File: config.mk
export PLATFORM = sky130hd
export DESIGN_NAME = length_checksum_packet_deframer_top
export DESIGN_NICKNAME = d
export VERILOG_FILES = /design/src/lcpd_pkg.sv /design/src/lcpd_front.sv /design/src/lcpd_queue.sv /design/src/lcpd_back.sv /design/src/length_checksum_packet_deframer_top.sv
export SDC_FILE = /design/constraint.sdc
export NUM_CORES = 1
export LEC_CHECK = 0
export BUFFER_PORTS_ARGS = -buffer_cell sky130_fd_sc_hd__buf_2
export CORE_AREA = 2 2 179 181
export DETAILED_ROUTE_END_ITERATION = 10
export DIE_AREA = 0 0 181 183
export PLACE_DENSITY = 0.45
export SLEW_MARGIN = 20
export SYNTH_ARGS = -nofsm -noshare
export SYNTH_HDL_FRONTEND = slang
export SYNTH_SLANG_ARGS = --single-unit
export TNS_END_PERCENT = 5
File: constraint.sdc
create_clock -name clk -period 18.4 [get_ports clk]
set_clock_uncertainty 0.1 [all_clocks]
set_input_delay 2.76 -clock clk [delete_from_list [all_inputs] [get_ports clk]]
set_output_delay 2.76 -clock clk [all_outputs]
set_load 0.005 [all_outputs]
File: src/lcpd_pkg.sv
// Shared types and constants for the length/checksum packet deframer.
package lcpd_pkg;

	localparam int unsigned BYTE_W = 8;
	localparam int unsigned SUM_W  = 17;
	localparam int unsigned RES_W  = 7;

	localparam logic [BYTE_W-1:0] MIN_LEN  = 8'd2;
	localparam logic [RES_W-1:0]  MODULUS  = 7'd71;
	// 3412 mod 71: residue of an empty sum
	localparam logic [RES_W-1:0]  RES_INIT = 7'd4;
	// payload sums below this leave the offset sum negative
	localparam logic signed [SUM_W-1:0] SUM_FLOOR = -17'sd3412;

	localparam logic [1:0] ST_BUSY   = 2'd0;
	localparam logic [1:0] ST_GOOD   = 2'd1;
	localparam logic [1:0] ST_BAD    = 2'd2;
	localparam logic [1:0] ST_BADLEN = 2'd3;

	typedef enum logic [1:0] {
		PH_LEN,
		PH_CHK,
		PH_TYPE,
		PH_DATA
	} phase_t;

	typedef enum logic [1:0] {
		K_DATA,
		K_EMPTY,
		K_BADLEN
	} kind_t;

	typedef struct packed {
		kind_t             kind;
		logic [BYTE_W-1:0] data;
		logic [BYTE_W-1:0] ptype;
		logic [BYTE_W-1:0] chk;
		logic              last;
	} entry_t;

endpackage

File: src/lcpd_front.sv
// Front end: frame header parser that turns payload bytes, bad lengths and empty frames into queue entries.
module lcpd_front (
	input  logic                  clk,
	input  logic                  arst_n,
	input  logic                  in_valid,
	output logic                  in_ready,
	input  logic [7:0]            in_byte,
	input  logic                  q_full,
	output logic                  push,
	output lcpd_pkg::entry_t      push_entry
);
	import lcpd_pkg::*;

	phase_t            phase_q, phase_nx;
	logic [BYTE_W-1:0] left_q;
	logic [BYTE_W-1:0] chk_q;
	logic [BYTE_W-1:0] type_q;
	logic              acc;

	assign in_ready = !q_full;
	assign acc      = in_valid && !q_full;

	always_comb begin
		phase_nx = phase_q;
		case (phase_q)
			PH_LEN: begin
				if (in_byte >= MIN_LEN) phase_nx = PH_CHK;
			end
			PH_CHK:  phase_nx = PH_TYPE;
			PH_TYPE: begin
				phase_nx = (left_q == '0) ? PH_LEN : PH_DATA;
			end
			PH_DATA: begin
				if (left_q == 8'd1) phase_nx = PH_LEN;
			end
			default: phase_nx = PH_LEN;
		endcase
	end

	always_comb begin
		push             = 1'b0;
		push_entry.kind  = K_DATA;
		push_entry.data  = in_byte;
		push_entry.ptype = type_q;
		push_entry.chk   = chk_q;
		push_entry.last  = 1'b0;
		case (phase_q)
			PH_LEN: begin
				push             = acc && (in_byte < MIN_LEN);
				push_entry.kind  = K_BADLEN;
				push_entry.data  = '0;
				push_entry.ptype = '0;
				push_entry.last  = 1'b1;
			end
			PH_TYPE: begin
				push             = acc && (left_q == '0);
				push_entry.kind  = K_EMPTY;
				push_entry.data  = '0;
				push_entry.ptype = in_byte;
				push_entry.last  = 1'b1;
			end
			PH_DATA: begin
				push            = acc;
				push_entry.last = (left_q == 8'd1);
			end
			default: begin
				push = 1'b0;
			end
		endcase
	end

	always_ff @(posedge clk or negedge arst_n) begin
		if (!arst_n) begin
			phase_q <= PH_LEN;
			left_q  <= '0;
			chk_q   <= '0;
			type_q  <= '0;
		end else if (acc) begin
			phase_q <= phase_nx;
			case (phase_q)
				PH_LEN:  left_q <= in_byte - MIN_LEN;
				PH_CHK:  chk_q  <= in_byte;
				PH_TYPE: type_q <= in_byte;
				PH_DATA: left_q <= left_q - 8'd1;
				default: left_q <= left_q;
			endcase
		end
	end

endmodule

File: src/lcpd_queue.sv
// Small register FIFO between the parser and the checksum stage.
module lcpd_queue #(
	parameter int unsigned DEPTH = 4
) (
	input  logic              clk,
	input  logic              arst_n,
	input  logic              push,
	input  lcpd_pkg::entry_t  push_entry,
	output logic              full,
	input  logic              pop,
	output logic              not_empty,
	output lcpd_pkg::entry_t  head
);
	import lcpd_pkg::*;

	localparam int unsigned PTR_W = (DEPTH > 1) ? $clog2(DEPTH) : 1;
	localparam int unsigned CNT_W = $clog2(DEPTH + 1);
	localparam logic [PTR_W-1:0] LAST_PTR = PTR_W'(DEPTH - 1);
	localparam logic [CNT_W-1:0] FULL_CNT = CNT_W'(DEPTH);

	entry_t           mem_q [DEPTH];
	logic [PTR_W-1:0] wr_q;
	logic [PTR_W-1:0] rd_q;
	logic [CNT_W-1:0] cnt_q;

	assign full      = (cnt_q == FULL_CNT);
	assign not_empty = (cnt_q != '0);
	assign head      = mem_q[rd_q];

	always_ff @(posedge clk) begin
		if (push) mem_q[wr_q] <= push_entry;
	end

	always_ff @(posedge clk or negedge arst_n) begin
		if (!arst_n) begin
			wr_q  <= '0;
			rd_q  <= '0;
			cnt_q <= '0;
		end else begin
			if (push) wr_q <= (wr_q == LAST_PTR) ? '0 : wr_q + 1'b1;
			if (pop)  rd_q <= (rd_q == LAST_PTR) ? '0 : rd_q + 1'b1;
			case ({push, pop})
				2'b10:   cnt_q <= cnt_q + 1'b1;
				2'b01:   cnt_q <= cnt_q - 1'b1;
				default: cnt_q <= cnt_q;
			endcase
		end
	end

	assert property (@(posedge clk) disable iff (!arst_n) full |-> !push)
		else $error("push into full queue");
	assert property (@(posedge clk) disable iff (!arst_n) !not_empty |-> !pop)
		else $error("pop from empty queue");

endmodule

File: src/lcpd_back.sv
// Back end: running payload sum, checksum verdict and output register.
module lcpd_back (
	input  logic              clk,
	input  logic              arst_n,
	input  logic              q_valid,
	input  lcpd_pkg::entry_t  q_head,
	output logic              pop,
	output logic              out_valid,
	input  logic              out_ready,
	output logic [7:0]        payload_byte,
	output logic [7:0]        packet_type,
	output logic              last,
	output logic [1:0]        status
);
	import lcpd_pkg::*;

	logic signed [SUM_W-1:0] sum_q;
	logic [RES_W-1:0]        res_q;
	logic signed [SUM_W-1:0] sum_nx;
	logic signed [9:0]       res_raw;
	logic signed [9:0]       res_fix;
	logic [RES_W-1:0]        res_nx;
	logic [RES_W-1:0]        res_chk;
	logic                    neg_chk;
	logic                    good;
	logic [1:0]              st_nx;

	logic              valid_q;
	logic [BYTE_W-1:0] data_q;
	logic [BYTE_W-1:0] type_q;
	logic              last_q;
	logic [1:0]        status_q;

	assign pop = q_valid && (!valid_q || out_ready);

	assign sum_nx  = sum_q + {{(SUM_W-BYTE_W){q_head.data[7]}}, q_head.data};
	assign res_raw = $signed({3'b000, res_q}) + $signed({{2{q_head.data[7]}}, q_head.data});

	always_comb begin
		if (res_raw < -10'sd71)       res_fix = res_raw + 10'sd142;
		else if (res_raw < 10'sd0)    res_fix = res_raw + 10'sd71;
		else if (res_raw < 10'sd71)   res_fix = res_raw;
		else if (res_raw < 10'sd142)  res_fix = res_raw - 10'sd71;
		else                          res_fix = res_raw - 10'sd142;
	end
	assign res_nx = res_fix[RES_W-1:0];

	assign res_chk = (q_head.kind == K_DATA) ? res_nx : RES_INIT;
	assign neg_chk = (q_head.kind == K_DATA) ? (sum_nx < SUM_FLOOR) : 1'b0;
	assign good    = ({1'b0, res_chk} == q_head.chk) && (!neg_chk || res_chk == '0);

	always_comb begin
		case (q_head.kind)
			K_BADLEN: st_nx = ST_BADLEN;
			K_EMPTY:  st_nx = good ? ST_GOOD : ST_BAD;
			K_DATA:   st_nx = !q_head.last ? ST_BUSY : (good ? ST_GOOD : ST_BAD);
			default:  st_nx = ST_BADLEN;
		endcase
	end

	always_ff @(posedge clk or negedge arst_n) begin
		if (!arst_n) begin
			sum_q   <= '0;
			res_q   <= RES_INIT;
			valid_q <= 1'b0;
		end else begin
			if (pop) begin
				valid_q <= 1'b1;
				if (q_head.kind == K_DATA && !q_head.last) begin
					sum_q <= sum_nx;
					res_q <= res_nx;
				end else begin
					sum_q <= '0;
					res_q <= RES_INIT;
				end
			end else if (out_ready) begin
				valid_q <= 1'b0;
			end
		end
	end

	always_ff @(posedge clk) begin
		if (pop) begin
			data_q   <= q_head.data;
			type_q   <= q_head.ptype;
			last_q   <= q_head.last;
			status_q <= st_nx;
		end
	end

	assign out_valid    = valid_q;
	assign payload_byte = data_q;
	assign packet_type  = type_q;
	assign last         = last_q;
	assign status       = status_q;

	assert property (@(posedge clk) disable iff (!arst_n)
		valid_q |-> (last_q == (status_q != ST_BUSY)))
		else $error("last flag disagrees with status");
	assert property (@(posedge clk) disable iff (!arst_n)
		(valid_q && status_q == ST_BADLEN) |-> (data_q == '0 && type_q == '0))
		else $error("bad length result carries data");
	assert property (@(posedge clk) disable iff (!arst_n)
		(pop && q_head.last) |=> (sum_q == '0 && res_q == RES_INIT))
		else $error("accumulator not cleared after frame end");
	assert property (@(posedge clk) disable iff (!arst_n)
		res_q < MODULUS)
		else $error("residue out of range");

endmodule

File: src/length_checksum_packet_deframer_top.sv
// Top level of the length/checksum packet deframer.
//  channel  | dir | handshake               | payload
//  s_axis   | in  | s_axis_tvalid/tready    | tdata[7:0] in_byte
//  m_axis   | out | m_axis_tvalid/tready    | tdata payload_byte,packet_type; tlast; tuser status
// One byte per cycle sustained while the queue is not full; a result is valid at the output
// once its byte is taken and passes the queue write, then the checksum stage into the output register.
// Header bytes produce no result, apart from a bad length or an empty frame, but still wait while the queue is full.
// The input stalls only while the entry queue is full; output backpressure fills it.
// Reset clears parser phase, queue pointers, accumulator and output valid.
module length_checksum_packet_deframer_top #(
	parameter int unsigned QUEUE_DEPTH = 4
) (
	input  logic        clk,
	input  logic        arst_n,
	input  logic        s_axis_tvalid,
	output logic        s_axis_tready,
	input  logic [7:0]  s_axis_tdata,   // [7:0] in_byte
	output logic        m_axis_tvalid,
	input  logic        m_axis_tready,
	output logic [15:0] m_axis_tdata,   // [7:0] payload_byte, [15:8] packet_type
	output logic        m_axis_tlast,
	output logic [1:0]  m_axis_tuser    // [1:0] status
);
	import lcpd_pkg::*;

	logic   q_full;
	logic   push;
	entry_t push_entry;
	logic   pop;
	logic   q_valid;
	entry_t q_head;

	lcpd_front u_front (
		.clk        (clk),
		.arst_n     (arst_n),
		.in_valid   (s_axis_tvalid),
		.in_ready   (s_axis_tready),
		.in_byte    (s_axis_tdata),
		.q_full     (q_full),
		.push       (push),
		.push_entry (push_entry)
	);

	lcpd_queue #(
		.DEPTH (QUEUE_DEPTH)
	) u_queue (
		.clk        (clk),
		.arst_n     (arst_n),
		.push       (push),
		.push_entry (push_entry),
		.full       (q_full),
		.pop        (pop),
		.not_empty  (q_valid),
		.head       (q_head)
	);

	lcpd_back u_back (
		.clk          (clk),
		.arst_n       (arst_n),
		.q_valid      (q_valid),
		.q_head       (q_head),
		.pop          (pop),
		.out_valid    (m_axis_tvalid),
		.out_ready    (m_axis_tready),
		.payload_byte (m_axis_tdata[7:0]),
		.packet_type  (m_axis_tdata[15:8]),
		.last         (m_axis_tlast),
		.status       (m_axis_tuser)
	);

endmodule
**After elaboration in Yosys (flattened, before gate mapping)**

Memory sizes are Yosys's and may differ from the RTL's.
Cells that the tools add are included.

- Logic and storage cells: 98
- Bits in registers: 77
- Memories: 1
- Bits in writable memories: 108

- Magnitude comparators: 7
- Reductions and logical operators: 25
- Add/sub/neg operators: 12
- Multiplexer cells: 26
- Equal/unequal tests: 13

Memories:

| name | depth | width | rd ports | clocked after Yosys merged registers in | wr ports | RTL line | RTL |
|---|---|---|---|---|---|---|---|
| u_queue.mem_q | 4 | 27 | 1 | 0 | 1 | lcpd_queue.sv:21 | `entry_t mem_q [DEPTH];` |

Operator list:

| kind | count |
|---|---|
| 7-bit two-way mux | 6 |
| 18-bit case mux with 2 select lines | 1 |
| 9-bit by 8-bit < comparator with 1-bit output (second input constant) | 2 |
| 17-bit adder | 1 |
| 17-bit by 13-bit < comparator with 1-bit output (second input constant) | 1 |
| 17-bit two-way mux | 1 |
| 8-bit case mux with 2 select lines | 1 |
| 2-bit two-way mux | 7 |
| 2-bit equality test (second input constant) | 5 |
| 8-bit by 8-bit adder with 9-bit output | 1 |
| 9-bit by 1-bit < comparator with 1-bit output (second input constant) | 1 |
| 9-bit < comparator (second input constant) | 1 |
| 7-bit by 8-bit equality test with 1-bit output | 1 |
| 8-bit by 1-bit equality test with 1-bit output (second input constant) | 1 |
| 8-bit by 2-bit >= comparator with 1-bit output (second input constant) | 1 |
| 8-bit logical NOT | 1 |
| 8-bit by 2-bit < comparator with 1-bit output (second input constant) | 1 |
| 2-bit case mux with 4 select lines | 1 |
| 8-bit by 1-bit subtractor with 8-bit output (second input constant) | 1 |
| 8-bit by 2-bit subtractor with 8-bit output (second input constant) | 1 |
| 7-bit by 5-bit adder with 7-bit output (second input constant) | 1 |
| 7-bit adder (second input constant) | 1 |
| 7-bit logical NOT | 1 |
| 7-bit by 5-bit subtractor with 7-bit output (second input constant) | 1 |
| 21 further kinds | 43 |

**Logic depth before layout (Yosys ltp)**

Gate-level depths: netlist (run 1).
An unclocked memory read counts as a cell.

- Word-level depth: 14
- Gate-level depth with buffers: 19
- Mapped depth without buffers: 16

**Cells and area by module**

From an unflattened synthesis (run 1), not the netlist that was laid out.

- Cell total of the unflattened synthesis: 705
- Area, all modules: 9369.0 sq um

Modules (own cells, without submodules):

| module | times used | sequential area each (sq um) | cells each | area each (sq um) |
|---|---|---|---|---|
| lcpd_queue | 1 | 3418.3 | 180 | 4324.1 |
| lcpd_back | 1 | 1197.4 | 363 | 3472.1 |
| lcpd_front | 1 | 650.6 | 162 | 1572.8 |

**Worst setup path before layout (run 1)**

OpenSTA, ideal clock, no wires.

- Path kind: flip-flop to flip-flop
- Start: reg u_queue.rd_q[0]
- End: reg u_back.status_q[1], in the netlist u_back.status[1], data pin
- Period minus slack after synthesis: 6.569 ns
- Slack: 11.831 ns
- Arrival: 6.208 ns
- Library setup time: 0.261 ns
- Cell stages (with the launch flop): 20
- Buffers on the path: 3
- Path through: dfrtp_1 > buf_2 > buf_1 > buf_1 > mux4_2 > ha_1 > fa_1 > xor2_1 > inv_1 > ha_1 > a21boi_0 > o21bai_1 > nor4_2 > a21oi_1 > nor4_1 > o22ai_1 > a21o_1 > a2111oi_0 > o2111ai_1 > o32a_1

RTL lines:

| what | RTL line | RTL |
|---|---|---|
| from (decl) | lcpd_queue.sv:23 | `logic [PTR_W-1:0] rd_q;` |
| from (signal assigned) | lcpd_queue.sv:41 | `if (pop) rd_q <= (rd_q == LAST_PTR) ? '0 : rd_q + 1'b1;` |
| to (signal assigned) | lcpd_back.sv:87 | `status_q <= st_nx;` |
| to (decl) | lcpd_back.sv:32 | `logic [1:0] status_q;` |

==> results.json, run 1 <==
{
  "row_count": 65,
  "holdCritPathClass": "reg2reg",
  "layout_commonest_cell": "edfxtp_1",
  "port_buffers": 32,
  "synth_area_per_cell_um2": 12.7,
  "viasPerCell": 5.27,
  "min_from": "u_front.type_q[2]$_DFFE_PN0P_",
  "clock_path_buffers": 2,
  "drive_gt1_frac": 0.172,
  "grt_pass1_vias": 6419,
  "synth_area_mm2": 0.00955,
  "ys_warn_count": 0,
  "crit_path_end": "u_back.status[1]$_DFFE_PP_",
  "path_max_fanout": 8,
  "hold_viol": 0,
  "area.growth.synth_to_final_pct": 12.8,
  "clkSinkCount": 185,
  "grt_pass1_wl_um": 37400,
  "dp_hpwl_um": 16500,
  "ant_nets": 0,
  "cts_hold_buffers": 0,
  "clk_pin_slew_ps": 70,
  "place_area_mm2": 0.0102,
  "max_freq_ghz": 0.167,
  "drc": 0,
  "synth_cells": 754,
  "reg2reg_to": "u_back.status[1]$_DFFE_PP_",
  "async_flop_share": 0.314,
  "first_pass_iters": 7,
  "critPathCaptureType": "register",
  "cts_setup_buffers": 0,
  "fillers": 3141,
  "yosysSeqAreaShare": 0.551,
  "synth_edf_count": 127,
  "core_area_mm2": 0.0312,
  "grt_util_all_layers": 0.149,
  "start_util": 0.306,
  "max-slew-margin-rel": 0.386,
  "setup_viol": 0,
  "cp-start-kind": "register",
  "drt_iter0_markers": 416,
  "crit_type": "reg2reg",
  "avgRoutedWirePerCell_um": 19.7,
  "layout_setup_ws_ps": 12430,
  "post-place-ws_ps": 12530,
  "post_cts_resized": 0,
  "grt_max_degree": 59,
  "rsz0062_at_grt": "no",
  "clk_latency_ps": 430,
  "reg2regPathDepth": 16,
  "cts_root_buf": "clkbuf_16",
  "ys_types": 75,
  "tightestPinTransition_ps": 918,
  "dr_total_vias": 6349,
  "synth_nets": 811,
  "ys_seq_elements": 185,
  "period_share": 0.325,
  "finalCriticalPeriod_ps": 5970,
  "drv_cap": 0,
  "cp.arrival_ps": 6050,
  "h-tree-depth": 4,
  "wl_um": 23700,
  "grt_overflow": 0,
  "status": "complete, no violations",
  "cts_buffers": 17,
  "worst_ep_required_time_ps": 18480,
  "die_area_mm2": 0.0331,
  "worstReg2RegStart": "u_queue.rd_q[0]$_DFFE_PN0P_",
  "antenna_found_initial": 0,
  "synthFlopType": "edfxtp_1",
  "final_cell_mix": "edfxtp_1 (127), dfrtp_1 (56), nand2_1 (55)",
  "worstSetupStartpoint": "u_queue.rd_q[0]$_DFFE_PN0P_",
  "final_cell_area_mm2": 0.0108,
  "fin_tns_setup_ps": 0,
  "nets": 847,
  "die_w_um": 181,
  "gp_congestion": 0.817,
  "cts_tree": "yes",
  "die_h_um": 183,
  "n_antenna_cell": 0,
  "final_max_slew_viol_count": 0,
  "io_pins": 33,
  "reg2reg_slack_ps": 12430
}
[cells in the mapped netlist (16+ instances only)]
cell,number,area share
o21ai_0,45,0.024
clkbuf_1,18,0.0071
a22o_1,26,0.024
inv_1,36,0.014
nand3_1,16,0.0084
edfxtp_1,127,0.40
ha_1,42,0.055
mux4_2,26,0.061
nor2_1,35,0.014
nand2_1,55,0.022
a21oi_1,30,0.016
dfrtp_1,57,0.15
[final cells by class]
type                       count  area [µm²]  share of cell area
clock buffer                  17         425              0.0395
inverter                      36         135              0.0125
sequential                   185        5270               0.489
timing repair buffer          43         243              0.0225
multi-input combinational    507        4060               0.377
tap                          402         503              0.0467
clock inverter                15         140              0.0130
[sequential cells by signal (all words and copies together), names as in the netlist]
signal,cells
u_queue.mem_q,108
u_front.type_q,8
u_queue.wr_q,2
u_queue.rd_q,2
u_back.payload_byte,8
u_front.chk_q,8
u_back.last,1
u_back.sum_q,17
u_back.out_valid,1
u_back.status,2
u_front.phase_q,2
u_back.packet_type,8
u_front.left_q,8
u_back.res_q,7
u_queue.cnt_q,3
[through the flow]
step | utilization | hold slack, ps | instances
detailed placement | 0.327 | 374 | 1173
CTS | 0.345 | 391 | 1205
finish | 0.345 | 387 | 1205
global placement | 0.327 | 372 | 1173
global route | 0.345 | 413 | 1205
floorplan | - | 351 | 754
[worst max-delay path: stages (launching register included)]
cell and delay [ps]:
dfrtp_2 440, mux4_2 580, ha_1 290, fa_1 450
xor2_1 570, inv_1 280, ha_1 330, a21boi_0 150
o21bai_1 200, nor4_2 370, a21oi_1 140, nor4_1 410
o22ai_1 190, a21o_1 210, a2111oi_0 530, o2111ai_1 160
o32a_1 310
[kinds of logic (layout without fill, tap and decap cells)]
| logic type | Yosys count | count (layout) | synth area share |
|---|---|---|---|
| AO/OA/AOI/OAI | 202 | 202 | 0.153 |
| XOR/XNOR | 28 | 28 | 0.0265 |
| adder cells (fa/ha/maj) | 45 | 45 | 0.0613 |
| buffers and inverters | 62 | 111 | 0.0257 |
| flip-flops | 185 | 185 | 0.551 |
| multiplexers | 43 | 43 | 0.0807 |
| AND/OR/NAND/NOR | 189 | 189 | 0.101 |
[routing by layer]
metal	global-route usage	routed length, µm
met2	0.250	11600
met1	0.194	10900
met4	0.0504	531
met3	0.0278	723
met5	0	0
[worst min-delay path by stage]
stage / slack, ps / endpoint / cells after the start
floorplan: 350 / u_front.type_q[0]$_DFFE_PN0P_ / 2
global placement: 370 / u_back.sum_q[2]$_DFFE_PN0P_ / 2
detailed placement: 370 / u_front.type_q[2]$_DFFE_PN0P_ / 2
CTS: 390 / u_front.type_q[2]$_DFFE_PN0P_ / 2
global route: 410 / u_back.res_q[2]$_DFFE_PN1P_ / 1
finish: 390 / u_front.type_q[2]$_DFFE_PN0P_ / 2
Power of run 1 is left out: the tool's default activity adds up to more than one toggle a clock period on the data nets, which glitch-free logic cannot reach.
==> run 2, diff against run 1 <==
clock period = 5.5 ns   (was 18.4 ns; I/O delays follow)
==> run 2 against run 1 <==
- sequential cell count stayed put
- first-iteration DRC count shrank 20%
- hold slack lost 110 ps
- non-clock buffer count up 14
- routed wire length increased by 1.3%
- final cell count up 1.2%
- critical path depth down 1
- global-route usage increased by 0.21 points
- critical path type unchanged
- critical endpoint unchanged
==> results.json, run 2 (same netlist as run 1, synthesis figures left out) <==
{
  "path_max_fanout": 7,
  "crit_top_cell": "ha_1",
  "drive_gt1_frac": 0.193,
  "finalCriticalPeriod_ps": 5190,
  "max_freq_ghz": 0.193,
  "cts_tree": "yes",
  "worst_ep_required_time_ps": 5570,
  "cts_hold_buffers": 0,
  "grt_max_degree": 38,
  "dr_total_vias": 6294,
  "layout_commonest_cell": "edfxtp_1",
  "whs_ps": 279,
  "cts_buffers": 17,
  "setup_viol": 0,
  "clock_path_buffers": 2,
  "drv_cap": 0,
  "grt_overflow": 0,
  "gp_congestion": 0.837,
  "status": "complete, no violations",
  "cts_setup_buffers": 0,
  "cts_root_buf": "clkbuf_16",
  "final_cell_mix": "edfxtp_1 (127), dfrtp_1 (56), nand2_1 (55)",
  "die_w_um": 181,
  "io_pins": 33,
  "dp_hpwl_um": 17000,
  "row_count": 65,
  "cp_slowest_stage_delay_ps": 580,
  "largest_registers": "u_queue.mem_q x108, u_back.sum_q x17",
  "cp.arrival_ps": 5270,
  "area.growth.synth_to_final_pct": 14.3,
  "clk_pin_slew_ps": 70,
  "die_h_um": 183,
  "fin_tns_setup_ps": 0,
  "grt_pass1_vias": 6560,
  "ant_nets": 0,
  "crit_type": "reg2reg",
  "crit_chain": "mux4_2 > ha_1 > fa_1 > xor2_2 > inv_2 > ha_1 > a21boi_0 > o21bai_1 > nor4_4 > a221oi_2 > nor3_1 > a211o_1 > xnor2_1 > mux2_2 > o32a_1",
  "clkSinkCount": 185,
  "final_max_slew_viol_count": 0,
  "place_area_mm2": 0.0103,
  "final_cell_area_mm2": 0.0109,
  "reg2reg_slack_ps": 310,
  "tightestPinTransition_ps": 970,
  "drc": 0,
  "start_util": 0.306,
  "cp-start-kind": "register",
  "clk_latency_ps": 430,
  "critPathCaptureType": "register",
  "finish.utilization": 0.350,
  "regMostFlops": "u_queue.mem_q",
  "period_share": 0.944,
  "viasPerCell": 5.16,
  "holdCritPathClass": "in2async",
  "drt_iter0_markers": 334,
  "nets": 861,
  "max-slew-margin-rel": 0.351,
  "grt_pass1_wl_um": 38100,
  "hold_viol": 0,
  "core_area_mm2": 0.0312,
  "antenna_found_initial": 0,
  "grt_util_all_layers": 0.151,
  "h-tree-depth": 4,
  "first_pass_iters": 5,
  "die_area_mm2": 0.0331,
  "port_buffers": 32,
  "wl_um": 24000,
  "post_cts_resized": 0,
  "avgRoutedWirePerCell_um": 19.7,
  "n_antenna_cell": 0,
  "rsz0062_at_grt": "no",
  "largest_register_ffs": 108,
  "critPathSlowestCell": "mux4_2"
}
-- run 2: cell types whose count changed in the layout (fill, tap and decap cells not counted), sizes merged --
| cell | before | now |
|---|---|---|
| buf | 43 | 57 |
| clkbuf | 17 | 19 |
| clkinv | 8 | 6 |
| clkinvlp | 2 | 0 |
| inv | 41 | 43 |
-- run 2: layout make-up --
| cell class | count | area [µm²] |
|---|---|---|
| Sequential cell | 185 | 5270 |
| Timing Repair Buffer | 57 | 350 |
| Tap cell | 402 | 503 |
| Clock buffer | 19 | 443 |
| Multi-Input combinational cell | 507 | 4110 |
| Fill cell | 3085 | 20300 |
| Clock inverter | 13 | 109 |
| Inverter | 36 | 135 |
-- run 2: final timing paths --
check / from / end / cells past startpoint
max in group asynchronous: arst_n / u_back.res_q[5]$_DFFE_PN0P_ / 2
min in group clk: u_front.type_q[0]$_DFFE_PN0P_ / u_front.type_q[0]$_DFFE_PN0P_ / 2
worst max register to register: u_queue.rd_q[0]$_DFFE_PN0P_ / u_back.status[1]$_DFFE_PP_ / 15
worst max-delay path: u_queue.rd_q[0]$_DFFE_PN0P_ / u_back.status[1]$_DFFE_PP_ / 15
worst min register to register: u_front.type_q[0]$_DFFE_PN0P_ / u_front.type_q[0]$_DFFE_PN0P_ / 2
worst min-delay path: arst_n / u_front.left_q[3]$_DFFE_PN0P_ / 1
-- run 2: through the flow --
step / cells / setup slack (ps)
4_1_cts: 1219 / 249
3_5_place_dp: 1187 / 269
5_1_grt: 1219 / 28.1
6_report: 1219 / 306
3_3_place_gp: 1187 / 329
2_1_floorplan: 754 / 20.1
-- run 2: per-layer routing --
layer / share of wire / wire length (µm) / global-route usage
met5: 0 / 0 / 0
met4: 0.018 / 425 / 0.0472
met3: 0.033 / 800 / 0.0282
met2: 0.50 / 12000 / 0.260
met1: 0.45 / 10800 / 0.193
-- run 2: worst max-delay path, delay by kind of cell, from the launching register on --
kind | cells | cell delay, ps
AO/OA/AOI/OAI | 5 | 1580
XOR/XNOR | 2 | 520
adder cells (fa/ha/maj) | 3 | 990
buffers and inverters | 1 | 120
flip-flops | 1 | 470
multiplexers | 2 | 980
AND/OR/NAND/NOR | 2 | 170
Power of run 2 is left out for the same reason.
==> run 3, diff against run 2 <==
ABC_AREA = 1   (was default)
CORE_AREA = 2 2 180 182   (was 2 2 179 181)
CTS_CLUSTER_SIZE = 14   (was default)
DIE_AREA = 0 0 182 184   (was 0 0 181 183)
SKIP_CTS_REPAIR_TIMING = 1   (was default)
==> run 3 against run 2 <==
- setup slack improved by 740 ps
- routed wire length increased by 1.7%
- hold slack improved by 70 ps
- cell area increased by 0.47%
- synthesized cell count increased by 33%
- core utilization about the same
- final cell count increased by 20%
- register-to-register slack improved by 740 ps
- first-iteration DRC count increased by 61%
- global-route usage increased by 0.21 points
- critical path depth increased by 14
- via count increased by 12%
- highest routed layer unchanged
==> results.json, run 3 <==
{
  "final_max_slew_viol_count": 0,
  "crit_type": "reg2reg",
  "synth_cells": 1004,
  "largest_registers": "u_queue.mem_q x108, u_back.sum_q x17",
  "ys_types": 46,
  "layout_setup_ws_ps": 1040,
  "start_util": 0.306,
  "fillers": 3246,
  "cp-start-kind": "register",
  "die_w_um": 182,
  "drc": 0,
  "clkSinkCount": 185,
  "max-slew-margin-rel": 0.393,
  "max_freq_ghz": 0.224,
  "clk_pin_slew_ps": 80,
  "worst_ep_required_time_ps": 5600,
  "drv_cap": 0,
  "cp.arrival_ps": 4560,
  "holdCritPathClass": "in2async",
  "final_cell_mix": "nand2_1 (207), edfxtp_1 (127), o21ai_0 (108)",
  "synth_area_per_cell_um2": 9.58,
  "finalCriticalPeriod_ps": 4460,
  "row_count": 65,
  "yosysTopAreaCell": "edfxtp_1",
  "dp_hpwl_um": 17000,
  "setup_viol": 0,
  "ys_seq_elements": 185,
  "antenna_found_initial": 0,
  "critPathCaptureType": "register",
  "critPathSlowestCell": "buf_4",
  "rsz0062_at_grt": "no",
  "tightestPinTransition_ps": 907,
  "layout_commonest_cell": "nand2_1",
  "grt_util_all_layers": 0.153,
  "crit_top_cell": "nand2_1",
  "ant_nets": 0,
  "synth_edf_count": 127,
  "status": "complete, no violations",
  "port_buffers": 32,
  "worstReg2RegStart": "u_queue.rd_q[0]$_DFFE_PN0P_",
  "path_max_fanout": 56,
  "clk_latency_ps": 450,
  "die_h_um": 184,
  "cts_root_buf": "clkbuf_16",
  "drive_gt1_frac": 0.137,
  "viasPerCell": 4.82,
  "netlist.area_leader.share": 0.396,
  "wl_um": 24400,
  "first_pass_iters": 5,
  "grt_pass1_vias": 6801,
  "die_area_mm2": 0.0335,
  "synthFlopType": "edfxtp_1",
  "fin_tns_setup_ps": 0,
  "clock_path_buffers": 2,
  "n_antenna_cell": 0,
  "gp_congestion": 0.891,
  "synth_nets": 1061,
  "yosysSeqAreaShare": 0.547,
  "period_share": 0.810,
  "h-tree-depth": 4,
  "cts_buffers": 17,
  "drt_iter0_markers": 537,
  "largest_register_ffs": 108,
  "core_area_mm2": 0.0314,
  "grt_overflow": 0,
  "nets": 1106,
  "synthTopCellsByCount": "nand2_1 (207), edfxtp_1 (127), o21ai_0 (108)",
  "regMostFlops": "u_queue.mem_q",
  "multi_input_area_mm2": 0.00383,
  "synth_area_leaders": "edfxtp_1 (40%), dfrtp_1 (15%), nand2_1 (8.1%), o21ai_0 (5.6%), ha_1 (5.5%)",
  "post-place-ws_ps": 1100,
  "final-seq-area_mm2": 0.00527,
  "synth.most_common_cell": "nand2_1",
  "worstSetupStartpoint": "u_queue.rd_q[0]$_DFFE_PN0P_",
  "hold_viol": 0,
  "reg2reg_to": "u_back.status[1]$_DFFE_PP_",
  "grt_pass1_wl_um": 38900,
  "dr_total_vias": 7052,
  "io_pins": 33,
  "synth_area_mm2": 0.00962,
  "reg2reg_slack_ps": 1040,
  "ys_warn_count": 0,
  "async_flop_share": 0.314,
  "cts_tree": "yes",
  "avgRoutedWirePerCell_um": 16.7,
  "reg2regPathDepth": 29,
  "cp_slowest_stage_delay_ps": 500,
  "grt_max_degree": 57,
  "area.growth.synth_to_final_pct": 14.0
}
run 3: cell count changes in the layout (fill, tap and decap cells not counted), sizes merged, moves of 9 or more:
cell | before | now
a21oi | 31 | 40
a22o | 26 | 8
and2 | 14 | 0
inv | 43 | 120
mux2 | 12 | 0
mux4 | 26 | 0
nand2 | 55 | 228
nand3 | 16 | 68
nor2 | 35 | 94
nor4 | 11 | 0
o21a | 10 | 0
o21ai | 47 | 111
o22ai | 4 | 18
run 3: worst max-delay path, delay by kind of cell, from the launching register on:
family / cells / cell delay, ps
flip-flops: 1 / 370
buffers and inverters: 5 / 850
adder cells (fa/ha/maj): 3 / 770
AND/OR/NAND/NOR: 19 / 1660
AO/OA/AOI/OAI: 2 / 460
run 3: area by class of cell:
cell class                 count  share of cell area
inverter                     114              0.0390
clock inverter                15              0.0182
sequential                   185               0.480
tap                          402              0.0458
timing repair buffer          53              0.0290
multi-input combinational    678               0.349
clock buffer                  17              0.0388
run 3: kinds of logic (layout without fill, tap and decap cells):
logic type               Yosys count  in the layout  synth area share
flip-flops                       185            185             0.547
AND/OR/NAND/NOR                  411            411             0.194
AO/OA/AOI/OAI                    202            202             0.123
adder cells (fa/ha/maj)           45             45            0.0609
XOR/XNOR                          20             20            0.0182
buffers and inverters            141            199            0.0571
run 3: how the worst max path moves through the flow:
stage / endpoint / cells past startpoint
after floorplan: u_back.status[1]$_DFFE_PP_ / 32
after global placement: u_back.status[1]$_DFFE_PP_ / 26
after detailed placement: u_back.status[1]$_DFFE_PP_ / 29
after CTS: u_back.status[1]$_DFFE_PP_ / 29
after global routing: u_back.status[1]$_DFFE_PP_ / 29
final: u_back.status[1]$_DFFE_PP_ / 29
run 3: layer usage:
| metal | share of wire | track usage | vias up |
|---|---|---|---|
| met5 | 0 | 0 | - |
| met4 | 0.022 | 0.0555 | 0 |
| met3 | 0.027 | 0.0271 | 23 |
| met2 | 0.47 | 0.247 | 107 |
| met1 | 0.48 | 0.206 | 3390 |
| li1 | - | - | 3532 |
run 3: per-stage QoR:
| step | cells | cell area, µm² | utilization | hold slack (ps) |
|---|---|---|---|---|
| 2_1_floorplan | 1004 | 9620 | - | 346 |
| 3_3_place_gp | 1432 | 10300 | 0.330 | 365 |
| 3_5_place_dp | 1432 | 10300 | 0.330 | 363 |
| 4_1_cts | 1464 | 11000 | 0.349 | 372 |
| 5_1_grt | 1464 | 11000 | 0.349 | 385 |
| 6_report | 1464 | 11000 | 0.349 | 349 |
Power of run 3 is left out for the same reason.
